`src/hw/rtl/rc4_pkg.sv`:
```
// Shared types and constants of the RC4 cipher unit.
// No dependencies.
package rc4_pkg;

  localparam int SBOX_DEPTH = 256;

  localparam logic OP_KEY  = 1'b0;
  localparam logic OP_DATA = 1'b1;

  typedef struct packed {
    logic       op;
    logic [7:0] value;
    logic       last;
  } in_beat_t;

  typedef struct packed {
    logic [7:0] out_byte;
    logic       out_last;
  } out_beat_t;

  // Requests from the sequencer to the key store.
  typedef struct packed {
    logic restart;
    logic rd_en;
    logic len_clear;
  } key_ctl_t;

endpackage

```
`src/hw/rtl/rc4_key_store.sv`:
```
// Key byte memory, key length counter and key read pointer.
// Depends on rc4_pkg.
module rc4_key_store import rc4_pkg::*; #(
  parameter int MAX_KEY_BYTES = 256
) (
  input  logic       clk,
  input  logic       rst,
  input  logic       cmd_fire,
  input  in_beat_t   cmd,
  input  key_ctl_t   kctl,
  output logic [7:0] key_byte
);

  localparam int KIW = (MAX_KEY_BYTES > 1) ? $clog2(MAX_KEY_BYTES) : 1;
  localparam int KLW = $clog2(MAX_KEY_BYTES + 1);

  logic [7:0]     key_mem [MAX_KEY_BYTES];
  logic [KLW-1:0] key_len;
  logic [KIW-1:0] kpos;
  logic [KLW-1:0] len_eff;
  logic [KLW-1:0] kpos_inc;
  logic           wr_en;

  assign wr_en    = cmd_fire && (cmd.op == OP_KEY) && (key_len < KLW'(MAX_KEY_BYTES));
  // An empty key behaves as a one-byte key.
  assign len_eff  = (key_len == '0) ? KLW'(1) : key_len;
  assign kpos_inc = KLW'(kpos) + KLW'(1);

  always_ff @(posedge clk) begin
    if (wr_en) begin
      key_mem[key_len[KIW-1:0]] <= cmd.value;
    end
    if (kctl.rd_en) begin
      key_byte <= key_mem[kpos];
    end
  end

  always_ff @(posedge clk) begin
    if (rst) begin
      key_len <= '0;
      kpos    <= '0;
    end else begin
      if (kctl.len_clear) begin
        key_len <= '0;
      end else if (wr_en) begin
        key_len <= key_len + KLW'(1);
      end
      if (kctl.restart) begin
        kpos <= '0;
      end else if (kctl.rd_en) begin
        kpos <= (kpos_inc >= len_eff) ? '0 : kpos_inc[KIW-1:0];
      end
    end
  end

endmodule

```
`src/hw/rtl/rc4_core.sv`:
```
// S-box memory, stream indices and the sequencer that drives one shared
// three-input adder through the key schedule and the keystream steps.
// Depends on rc4_pkg.
module rc4_core import rc4_pkg::*; (
  input  logic       clk,
  input  logic       rst,
  input  logic       cmd_fire,
  input  in_beat_t   cmd,
  input  logic [7:0] key_byte,
  output key_ctl_t   kctl,
  output logic       busy,
  input  logic       res_ready,
  output logic       res_valid,
  output out_beat_t  res
);

  typedef enum logic [9:0] {
    ST_FILL = 10'b0000000001,
    ST_IDLE = 10'b0000000010,
    ST_KA   = 10'b0000000100,
    ST_KB   = 10'b0000001000,
    ST_KC   = 10'b0000010000,
    ST_KD   = 10'b0000100000,
    ST_DA   = 10'b0001000000,
    ST_DB   = 10'b0010000000,
    ST_DC   = 10'b0100000000,
    ST_DD   = 10'b1000000000
  } state_t;

  state_t     state, state_next;
  logic [7:0] cnt;
  logic       sched;
  logic [7:0] idx_i, idx_j, s_i, s_j, pos;
  logic [7:0] dval;
  logic       dlast;

  logic [7:0] sbox [SBOX_DEPTH];
  logic       rd_en, wr_en;
  logic [7:0] rd_addr, wr_addr, wr_data, rdata;

  logic [7:0] add_a, add_b, add_c, sum;
  logic [7:0] ks;

  always_ff @(posedge clk) begin
    if (wr_en) begin
      sbox[wr_addr] <= wr_data;
    end
    if (rd_en) begin
      rdata <= sbox[rd_addr];
    end
  end

  // The one adder, shared by steps KB, DA, DB and DC.
  always_comb begin
    add_a = '0;
    add_b = '0;
    add_c = '0;
    unique case (state)
      ST_KB: begin
        add_a = idx_j;
        add_b = rdata;
        add_c = key_byte;
      end
      ST_DA: begin
        add_a = idx_i;
        add_c = 8'd1;
      end
      ST_DB: begin
        add_a = idx_j;
        add_b = rdata;
      end
      ST_DC: begin
        add_a = s_i;
        add_b = rdata;
      end
      default: begin
      end
    endcase
  end

  assign sum = add_a + add_b + add_c;

  always_comb begin
    state_next     = state;
    rd_en          = 1'b0;
    rd_addr        = sum;
    wr_en          = 1'b0;
    wr_addr        = cnt;
    wr_data        = cnt;
    kctl           = '0;
    unique case (state)
      ST_FILL: begin
        wr_en        = 1'b1;
        kctl.restart = 1'b1;
        if (cnt == 8'hFF) begin
          state_next = sched ? ST_KA : ST_IDLE;
        end
      end
      ST_IDLE: begin
        if (cmd_fire) begin
          if (cmd.op == OP_DATA) begin
            state_next = ST_DA;
          end else if (cmd.last) begin
            state_next = ST_FILL;
          end
        end
      end
      ST_KA: begin
        rd_en      = 1'b1;
        rd_addr    = cnt;
        kctl.rd_en = 1'b1;
        state_next = ST_KB;
      end
      ST_KB: begin
        rd_en      = 1'b1;
        state_next = ST_KC;
      end
      ST_KC: begin
        wr_en      = 1'b1;
        wr_data    = rdata;
        state_next = ST_KD;
      end
      ST_KD: begin
        wr_en   = 1'b1;
        wr_addr = idx_j;
        wr_data = s_i;
        if (cnt == 8'hFF) begin
          kctl.len_clear = 1'b1;
          state_next     = ST_IDLE;
        end else begin
          state_next = ST_KA;
        end
      end
      ST_DA: begin
        rd_en      = 1'b1;
        state_next = ST_DB;
      end
      ST_DB: begin
        rd_en      = 1'b1;
        state_next = ST_DC;
      end
      ST_DC: begin
        rd_en      = 1'b1;
        wr_en      = 1'b1;
        wr_addr    = idx_i;
        wr_data    = rdata;
        state_next = ST_DD;
      end
      ST_DD: begin
        wr_en   = 1'b1;
        wr_addr = idx_j;
        wr_data = s_i;
        if (res_ready) begin
          state_next = ST_IDLE;
        end
      end
      default: begin
      end
    endcase
  end

  always_ff @(posedge clk) begin
    if (rst) begin
      state <= ST_FILL;
      cnt   <= '0;
      sched <= 1'b0;
      idx_i <= '0;
      idx_j <= '0;
    end else begin
      state <= state_next;
      unique case (state)
        ST_FILL: begin
          cnt <= cnt + 8'd1;
          if (cnt == 8'hFF) begin
            idx_j <= '0;
          end
        end
        ST_IDLE: begin
          if (cmd_fire && (cmd.op == OP_KEY) && cmd.last) begin
            sched <= 1'b1;
            cnt   <= '0;
          end
        end
        ST_KB: idx_j <= sum;
        ST_KD: begin
          cnt <= cnt + 8'd1;
          if (cnt == 8'hFF) begin
            sched <= 1'b0;
            idx_i <= '0;
            idx_j <= '0;
          end
        end
        ST_DA: idx_i <= sum;
        ST_DB: idx_j <= sum;
        default: begin
        end
      endcase
    end
  end

  always_ff @(posedge clk) begin
    if ((state == ST_KB) || (state == ST_DB)) begin
      s_i <= rdata;
    end
    if (state == ST_DC) begin
      s_j <= rdata;
      pos <= sum;
    end
    if ((state == ST_IDLE) && cmd_fire) begin
      dval  <= cmd.value;
      dlast <= cmd.last;
    end
  end

  // The read of S[pos] was issued before the swap landed, so a hit on
  // either swapped entry takes the new value; the j write lands last.
  always_comb begin
    if (pos == idx_j) begin
      ks = s_i;
    end else if (pos == idx_i) begin
      ks = s_j;
    end else begin
      ks = rdata;
    end
  end

  assign busy         = (state != ST_IDLE);
  assign res_valid    = (state == ST_DD) && res_ready;
  assign res.out_byte = dval ^ ks;
  assign res.out_last = dlast;

endmodule

```
`src/hw/rtl/rc4_stream_cipher_unit.sv`:
```
// RC4 cipher unit: a plain key byte beat is only stored and leaves the unit
// idle; a data byte beat occupies the unit through steps DA, DB, DC and DD
// after acceptance, and a final key byte runs the key schedule (a pass that
// reloads the identity S-box, then steps KA to KD per swap). After reset the
// S-box is loaded with the identity in a pass during which cmd_ready stays
// low. These step sequences come from the single read and single write port
// of the S-box memory, which the sequencer visits once per step. A finished
// result sits in the output register, and a new command beat is taken while
// it waits. A data beat that finishes while that register still holds the
// previous result keeps the unit busy, with cmd_ready low, until the receiver
// takes that result, so a stall on the result channel lengthens the beat.
// Depends on rc4_pkg, rc4_key_store and rc4_core.
module rc4_stream_cipher_unit import rc4_pkg::*; #(
  parameter int MAX_KEY_BYTES = 256
) (
  input  logic      clk,
  input  logic      rst,
  input  logic      cmd_valid,
  output logic      cmd_ready,
  input  in_beat_t  cmd,
  output logic      res_valid,
  input  logic      res_ready,
  output out_beat_t res
);

  logic       cmd_fire;
  logic       busy;
  logic       core_res_ready;
  logic       core_res_valid;
  out_beat_t  core_res;
  key_ctl_t   kctl;
  logic [7:0] key_byte;

  assign cmd_ready      = !busy;
  assign cmd_fire       = cmd_valid && cmd_ready;
  assign core_res_ready = !res_valid || res_ready;

  rc4_key_store #(
    .MAX_KEY_BYTES(MAX_KEY_BYTES)
  ) u_key_store (
    .clk      (clk),
    .rst      (rst),
    .cmd_fire (cmd_fire),
    .cmd      (cmd),
    .kctl     (kctl),
    .key_byte (key_byte)
  );

  rc4_core u_core (
    .clk       (clk),
    .rst       (rst),
    .cmd_fire  (cmd_fire),
    .cmd       (cmd),
    .key_byte  (key_byte),
    .kctl      (kctl),
    .busy      (busy),
    .res_ready (core_res_ready),
    .res_valid (core_res_valid),
    .res       (core_res)
  );

  always_ff @(posedge clk) begin
    if (rst) begin
      res_valid <= 1'b0;
    end else if (core_res_valid) begin
      res_valid <= 1'b1;
    end else if (res_ready) begin
      res_valid <= 1'b0;
    end
  end

  always_ff @(posedge clk) begin
    if (core_res_valid) begin
      res <= core_res;
    end
  end

endmodule

```
`config.mk`:
```
export PLATFORM = sky130hd
export DESIGN_NAME = rc4_stream_cipher_unit
export DESIGN_NICKNAME = d
export VERILOG_FILES = /design/src/hw/rtl/rc4_pkg.sv /design/src/hw/rtl/rc4_key_store.sv /design/src/hw/rtl/rc4_core.sv /design/src/hw/rtl/rc4_stream_cipher_unit.sv
export SDC_FILE = /design/constraint.sdc
export NUM_CORES = 2
export LEC_CHECK = 0
export ABC_AREA = 0
export ABC_CLOCK_PERIOD_IN_PS = 13300
export BUFFER_PORTS_ARGS = -buffer_cell sky130_fd_sc_hd__buf_2
export CELL_PAD_IN_SITES_DETAIL_PLACEMENT = 1
export CELL_PAD_IN_SITES_GLOBAL_PLACEMENT = 1
export CORE_MARGIN = 4
export CORE_UTILIZATION = 33
export CTS_CLUSTER_DIAMETER = 100
export DETAILED_ROUTE_END_ITERATION = 16
export GPL_ROUTABILITY_DRIVEN = 1
export PLACE_DENSITY = 0.63
export SETUP_SLACK_MARGIN = 0.3
export SYNTH_ARGS = -nofsm -noshare
export SYNTH_HDL_FRONTEND = slang
export SYNTH_SLANG_ARGS = --single-unit
```
`constraint.sdc`:
```
create_clock -name clk -period 13.3 [get_ports clk]
set_clock_uncertainty 0.1 [all_clocks]
set_input_delay 0.665 -clock clk [delete_from_list [all_inputs] [get_ports clk]]
set_output_delay 0.665 -clock clk [all_outputs]
set_load 0.02 [all_outputs]
```
==> metrics <==
number of nets at the end of the flow between 10000 and 15000; routed length per instance 28.88 um; leak pwr slightly below 60 nW; data required time at the worst endpoint 13.93 ns; number of rows created at floorplan 260; total number of yosys warnings 0; startpoint types register; WHS around 0.11 ns; worst hold-check path type input pin to register; pin slew with the least headroom to its limit approximately 1.4 ns; R2R cell count 19; number of slew-limit violations in the final report 0; die outline width 718.1 um; CTS tree built; most frequently used flop master after synthesis sky130_fd_sc_hd__edfxtp_1; final clock period utilization by the worst path 66.44%; clock transition time at the flip-flop clock pins of the worst setup and hold paths around 0.060 ns; Post-synth EDFFs between 4000 and 5000; number of buffers added on ports 24; maximum fanout count along the critical path between 100 and 150; final global-route overflow total 0; number of distinct library cell variants in the gate-level netlist after synthesis 80; buffer count from post-CTS setup fixing 0; global-route wire length before repair just over 700000 um; Hold Crit Endpoint u_core.state[9]$_SDFFE_PP0P_; reg-to-reg slack, setup about 4.5 ns; Max IR drop VDD roughly 0.11 mV; antenna violations before repair 16; setup repair after global routing missed its margin no; number of global-route vias before repair about 96000; data arrival time at the worst-slack endpoint 9.47 ns; aggregate negative setup slack 0 ns; cts bufs inserted approximately 420; net count after synthesis around 10000; worst max-slew margin expressed relative to the limit approximately 4.0%; CTS-repair resized insts 0; fraction of registers with async set or reset after synthesis 0%; hold_buf cts 5; Worst Hold Launch rst; critical path's largest stage delay around 0.79 ns; global-route usage over all layers 18.75%; cell type group with the largest total delay on the critical path simple AND/OR/NAND/NOR gates; number of buffers and inverters on the critical path 3; filler cell count 50340; worst reg2reg path endpoint u_core.rdata[1]$_DFFE_PP_; remaining number of nets flagged by the antenna check after routing 0; CTS Buffer Depth 4; vias per cell 5.430; outcome completed; Area growth, synth to finish 12.63%; sequential share of the synthesized area 75.60%; Hold Violations, Final 0; number of I/O pins 25; Final Wtd Congestion a little under 0.9; initial detailed-routing violation count roughly 11000; number of search-and-repair iterations in the first detailed-routing pass 7; post-detailed-route DRC marker count 0; synthesized flop and latch total ~4200; minimum clock period after layout ~9 ns; total cell area at the placement stage 173800 sq um; most common cell after layout, fill and taps aside sky130_fd_sc_hd__edfxtp_1; non-filler instance count after layout 17200; clock insertion delay at the later pin of the skew report about 1.0 ns; die footprint about 520000 sq um; Detail Placement HPWL 301100 um; Worst Path Class, Setup register to register; combined area of all synthesized cells around 170000 sq um; instance count of the mapped netlist 10180; launch instance of the worst register-to-register path u_core.state[0]$_SDFFE_PP1P_; total number of vias roughly 93000; wire length reported by the detailed router between 400000 and 500000 um; number of H-tree branching levels 5; syn avg cell area ~16 sq um; total instance count after detailed placement between 15000 and 20000; Final setup violation count 0; clock tree sinks 4207; Worst Setup End Kind register; Die Y-Extent ~720 um; Hold Path Cell Cnt 2; areal power density over the cells ~140 nW/um^2; Core Footprint around 500000 sq um; highest-count cells in the layout ignoring fill and taps sky130_fd_sc_hd__edfxtp_1 (4154), sky130_fd_sc_hd__nand2_1 (1946), sky130_fd_sc_hd__nand3_1 (683); max capacitance violation total 0; fraction of layout cells with a size suffix above 1 14.42%; cells along the critical path nor4_2, and4b_1, buf_4, or2_2, and2_1, fa_1, ha_1, fa_1, o31a_1, or2_4, buf_12, buf_4, mux2i_1, mux2i_1, a22o_1, nor4_1, nand4_1, nand2_1, nand4bb_1; maximum number of pins on one net before global-route repair around 210; effective utilization at floorplan 33.15%; Layout Cell Area excl Fill roughly 190000 sq um; Peak Freq roughly 110 MHz; Root Driver sky130_fd_sc_hd__clkbuf_16; number of logic stages on the critical path including buffering 19; CP max-delay cell sky130_fd_sc_hd__nor4_1
cells in the mapped netlist, types with 8 or more instances:
| library cell | instances | area (sq um) |
|---|---|---|
| sky130_fd_sc_hd__nor2_1 | 636 | 2387 |
| sky130_fd_sc_hd__mux2i_1 | 136 | 1361 |
| sky130_fd_sc_hd__a211oi_1 | 23 | 172.7 |
| sky130_fd_sc_hd__xor2_1 | 12 | 105.1 |
| sky130_fd_sc_hd__o21ai_0 | 170 | 850.8 |
| sky130_fd_sc_hd__a21o_1 | 8 | 60.06 |
| sky130_fd_sc_hd__and2_1 | 16 | 100.1 |
| sky130_fd_sc_hd__a31oi_1 | 69 | 431.7 |
| sky130_fd_sc_hd__buf_2 | 211 | 1056 |
| sky130_fd_sc_hd__and3_1 | 95 | 594.3 |
| sky130_fd_sc_hd__o2111ai_1 | 10 | 87.58 |
| sky130_fd_sc_hd__a221oi_1 | 19 | 166.4 |
| sky130_fd_sc_hd__o211ai_1 | 12 | 90.09 |
| sky130_fd_sc_hd__xnor2_1 | 36 | 315.3 |
| sky130_fd_sc_hd__edfxtp_1 | 4154 | 124700 |
| sky130_fd_sc_hd__buf_6 | 9 | 101.4 |
| sky130_fd_sc_hd__a311oi_1 | 13 | 113.9 |
| sky130_fd_sc_hd__nand4_1 | 84 | 525.5 |
| sky130_fd_sc_hd__mux4_2 | 680 | 15310 |
| sky130_fd_sc_hd__buf_4 | 32 | 240.2 |
| sky130_fd_sc_hd__a22oi_1 | 29 | 217.7 |
| sky130_fd_sc_hd__a221o_1 | 8 | 80.08 |
| sky130_fd_sc_hd__a32oi_1 | 25 | 219.0 |
| sky130_fd_sc_hd__a22o_1 | 9 | 78.83 |
| sky130_fd_sc_hd__buf_1 | 101 | 379.1 |
| sky130_fd_sc_hd__dfxtp_1 | 53 | 1061 |
| sky130_fd_sc_hd__a21oi_1 | 384 | 1922 |
| sky130_fd_sc_hd__and4_1 | 9 | 78.83 |
| sky130_fd_sc_hd__nand3_1 | 684 | 3423 |
| sky130_fd_sc_hd__nor4_1 | 15 | 93.84 |
| sky130_fd_sc_hd__nand2_1 | 1967 | 7383 |
| sky130_fd_sc_hd__or3_1 | 8 | 50.05 |
| sky130_fd_sc_hd__inv_1 | 28 | 105.1 |
| sky130_fd_sc_hd__nand2b_1 | 10 | 62.56 |
| sky130_fd_sc_hd__nor3_1 | 20 | 100.1 |
| sky130_fd_sc_hd__ha_1 | 21 | 262.8 |
| sky130_fd_sc_hd__clkbuf_1 | 270 | 1013 |
| sky130_fd_sc_hd__fa_1 | 8 | 160.2 |
routing by layer:
| layer | vias to the layer above | track usage, % | wire length, um |
|---|---|---|---|
| li1 | 39130 | - | - |
| met1 | 49870 | 25.75 | 207100 |
| met2 | 3594 | 30.82 | 239700 |
| met3 | 786 | 2.650 | 32450 |
| met4 | 6 | 5.987 | 17320 |
| met5 | - | 0 | 41 |
worst max path at each step:
stage	startpoint	to
2_1_floorplan	u_core.state[3]$_SDFFE_PP0P_	u_core.rdata[3]$_DFFE_PP_
3_3_place_gp	u_core.state[0]$_SDFFE_PP1P_	u_core.rdata[1]$_DFFE_PP_
3_5_place_dp	u_core.state[0]$_SDFFE_PP1P_	u_core.rdata[1]$_DFFE_PP_
4_1_cts	u_core.state[0]$_SDFFE_PP1P_	u_core.rdata[1]$_DFFE_PP_
5_1_grt	u_core.state[0]$_SDFFE_PP1P_	u_core.rdata[1]$_DFFE_PP_
6_report	u_core.state[0]$_SDFFE_PP1P_	u_core.rdata[1]$_DFFE_PP_
worst reg2reg max path, delay by kind of cell (launching register included):
| kind | cells | cell delay (ns) |
|---|---|---|
| AO/OA/AOI/OAI | 2 | 0.54 |
| adder cells (fa/ha/maj) | 3 | 1.29 |
| buffers and inverters | 3 | 1.76 |
| flip-flops | 1 | 0.38 |
| multiplexers | 2 | 0.49 |
| AND/OR/NAND/NOR | 9 | 4.01 |
power breakdown:
group | internal [mW] | switching (mW) | total (mW) | leakage, nW
combinational | 0.0230 | 0.246 | 0.269 | 13.1
sequential | 14.5 | 0.00515 | 14.5 | 38.8
clock | 6.69 | 5.13 | 11.8 | 6.56
total | 21.2 | 5.38 | 26.6 | 58.4
logic make-up (layout without fill, tap and decap cells):
kind of cell,count (synthesis),after routing,share of synthesized area (%)
flops,4207,4207,75.60
mux,817,817,10.03
simple gates,3591,3591,9.136
other cells,0,11,0
buf+inv,651,983,1.740
fa+ha+maj,29,29,0.2542
compound gates,832,832,2.985
xor+xnor,48,48,0.2527
layout make-up:
type                            count  area [sq um]  share of cell area (%)
Tap cell                         6681          8359                   4.460
Inverter                           28         105.1                 0.05608
Sequential cell                  4207        125800                   67.13
Timing Repair Buffer              189          1642                  0.8759
Multi-Input combinational cell   5317         37960                   20.25
Clock buffer                      510         10980                   5.856
Clock inverter                    256          2530                   1.350
Antenna cell                       11         27.53                 0.01469
state kept, by name, indices dropped and copies added, names as in the netlist, 9 cells and up:
name                 cells
u_key_store.key_mem   2048
res                      9
u_core.state            10
u_core.sbox           2048
u_key_store.key_len      9
through the flow:
step                total power, mW  worst slack [ns]  util [%]
floorplan                     14.89             6.770         -
global placement              15.07             4.918     34.63
detailed placement            15.09             4.643     34.63
CTS                           26.80             4.629     37.33
global route                  27.42             4.184     37.33
finish                        26.62             4.463     37.34
(Power assumes the default switching activity.)
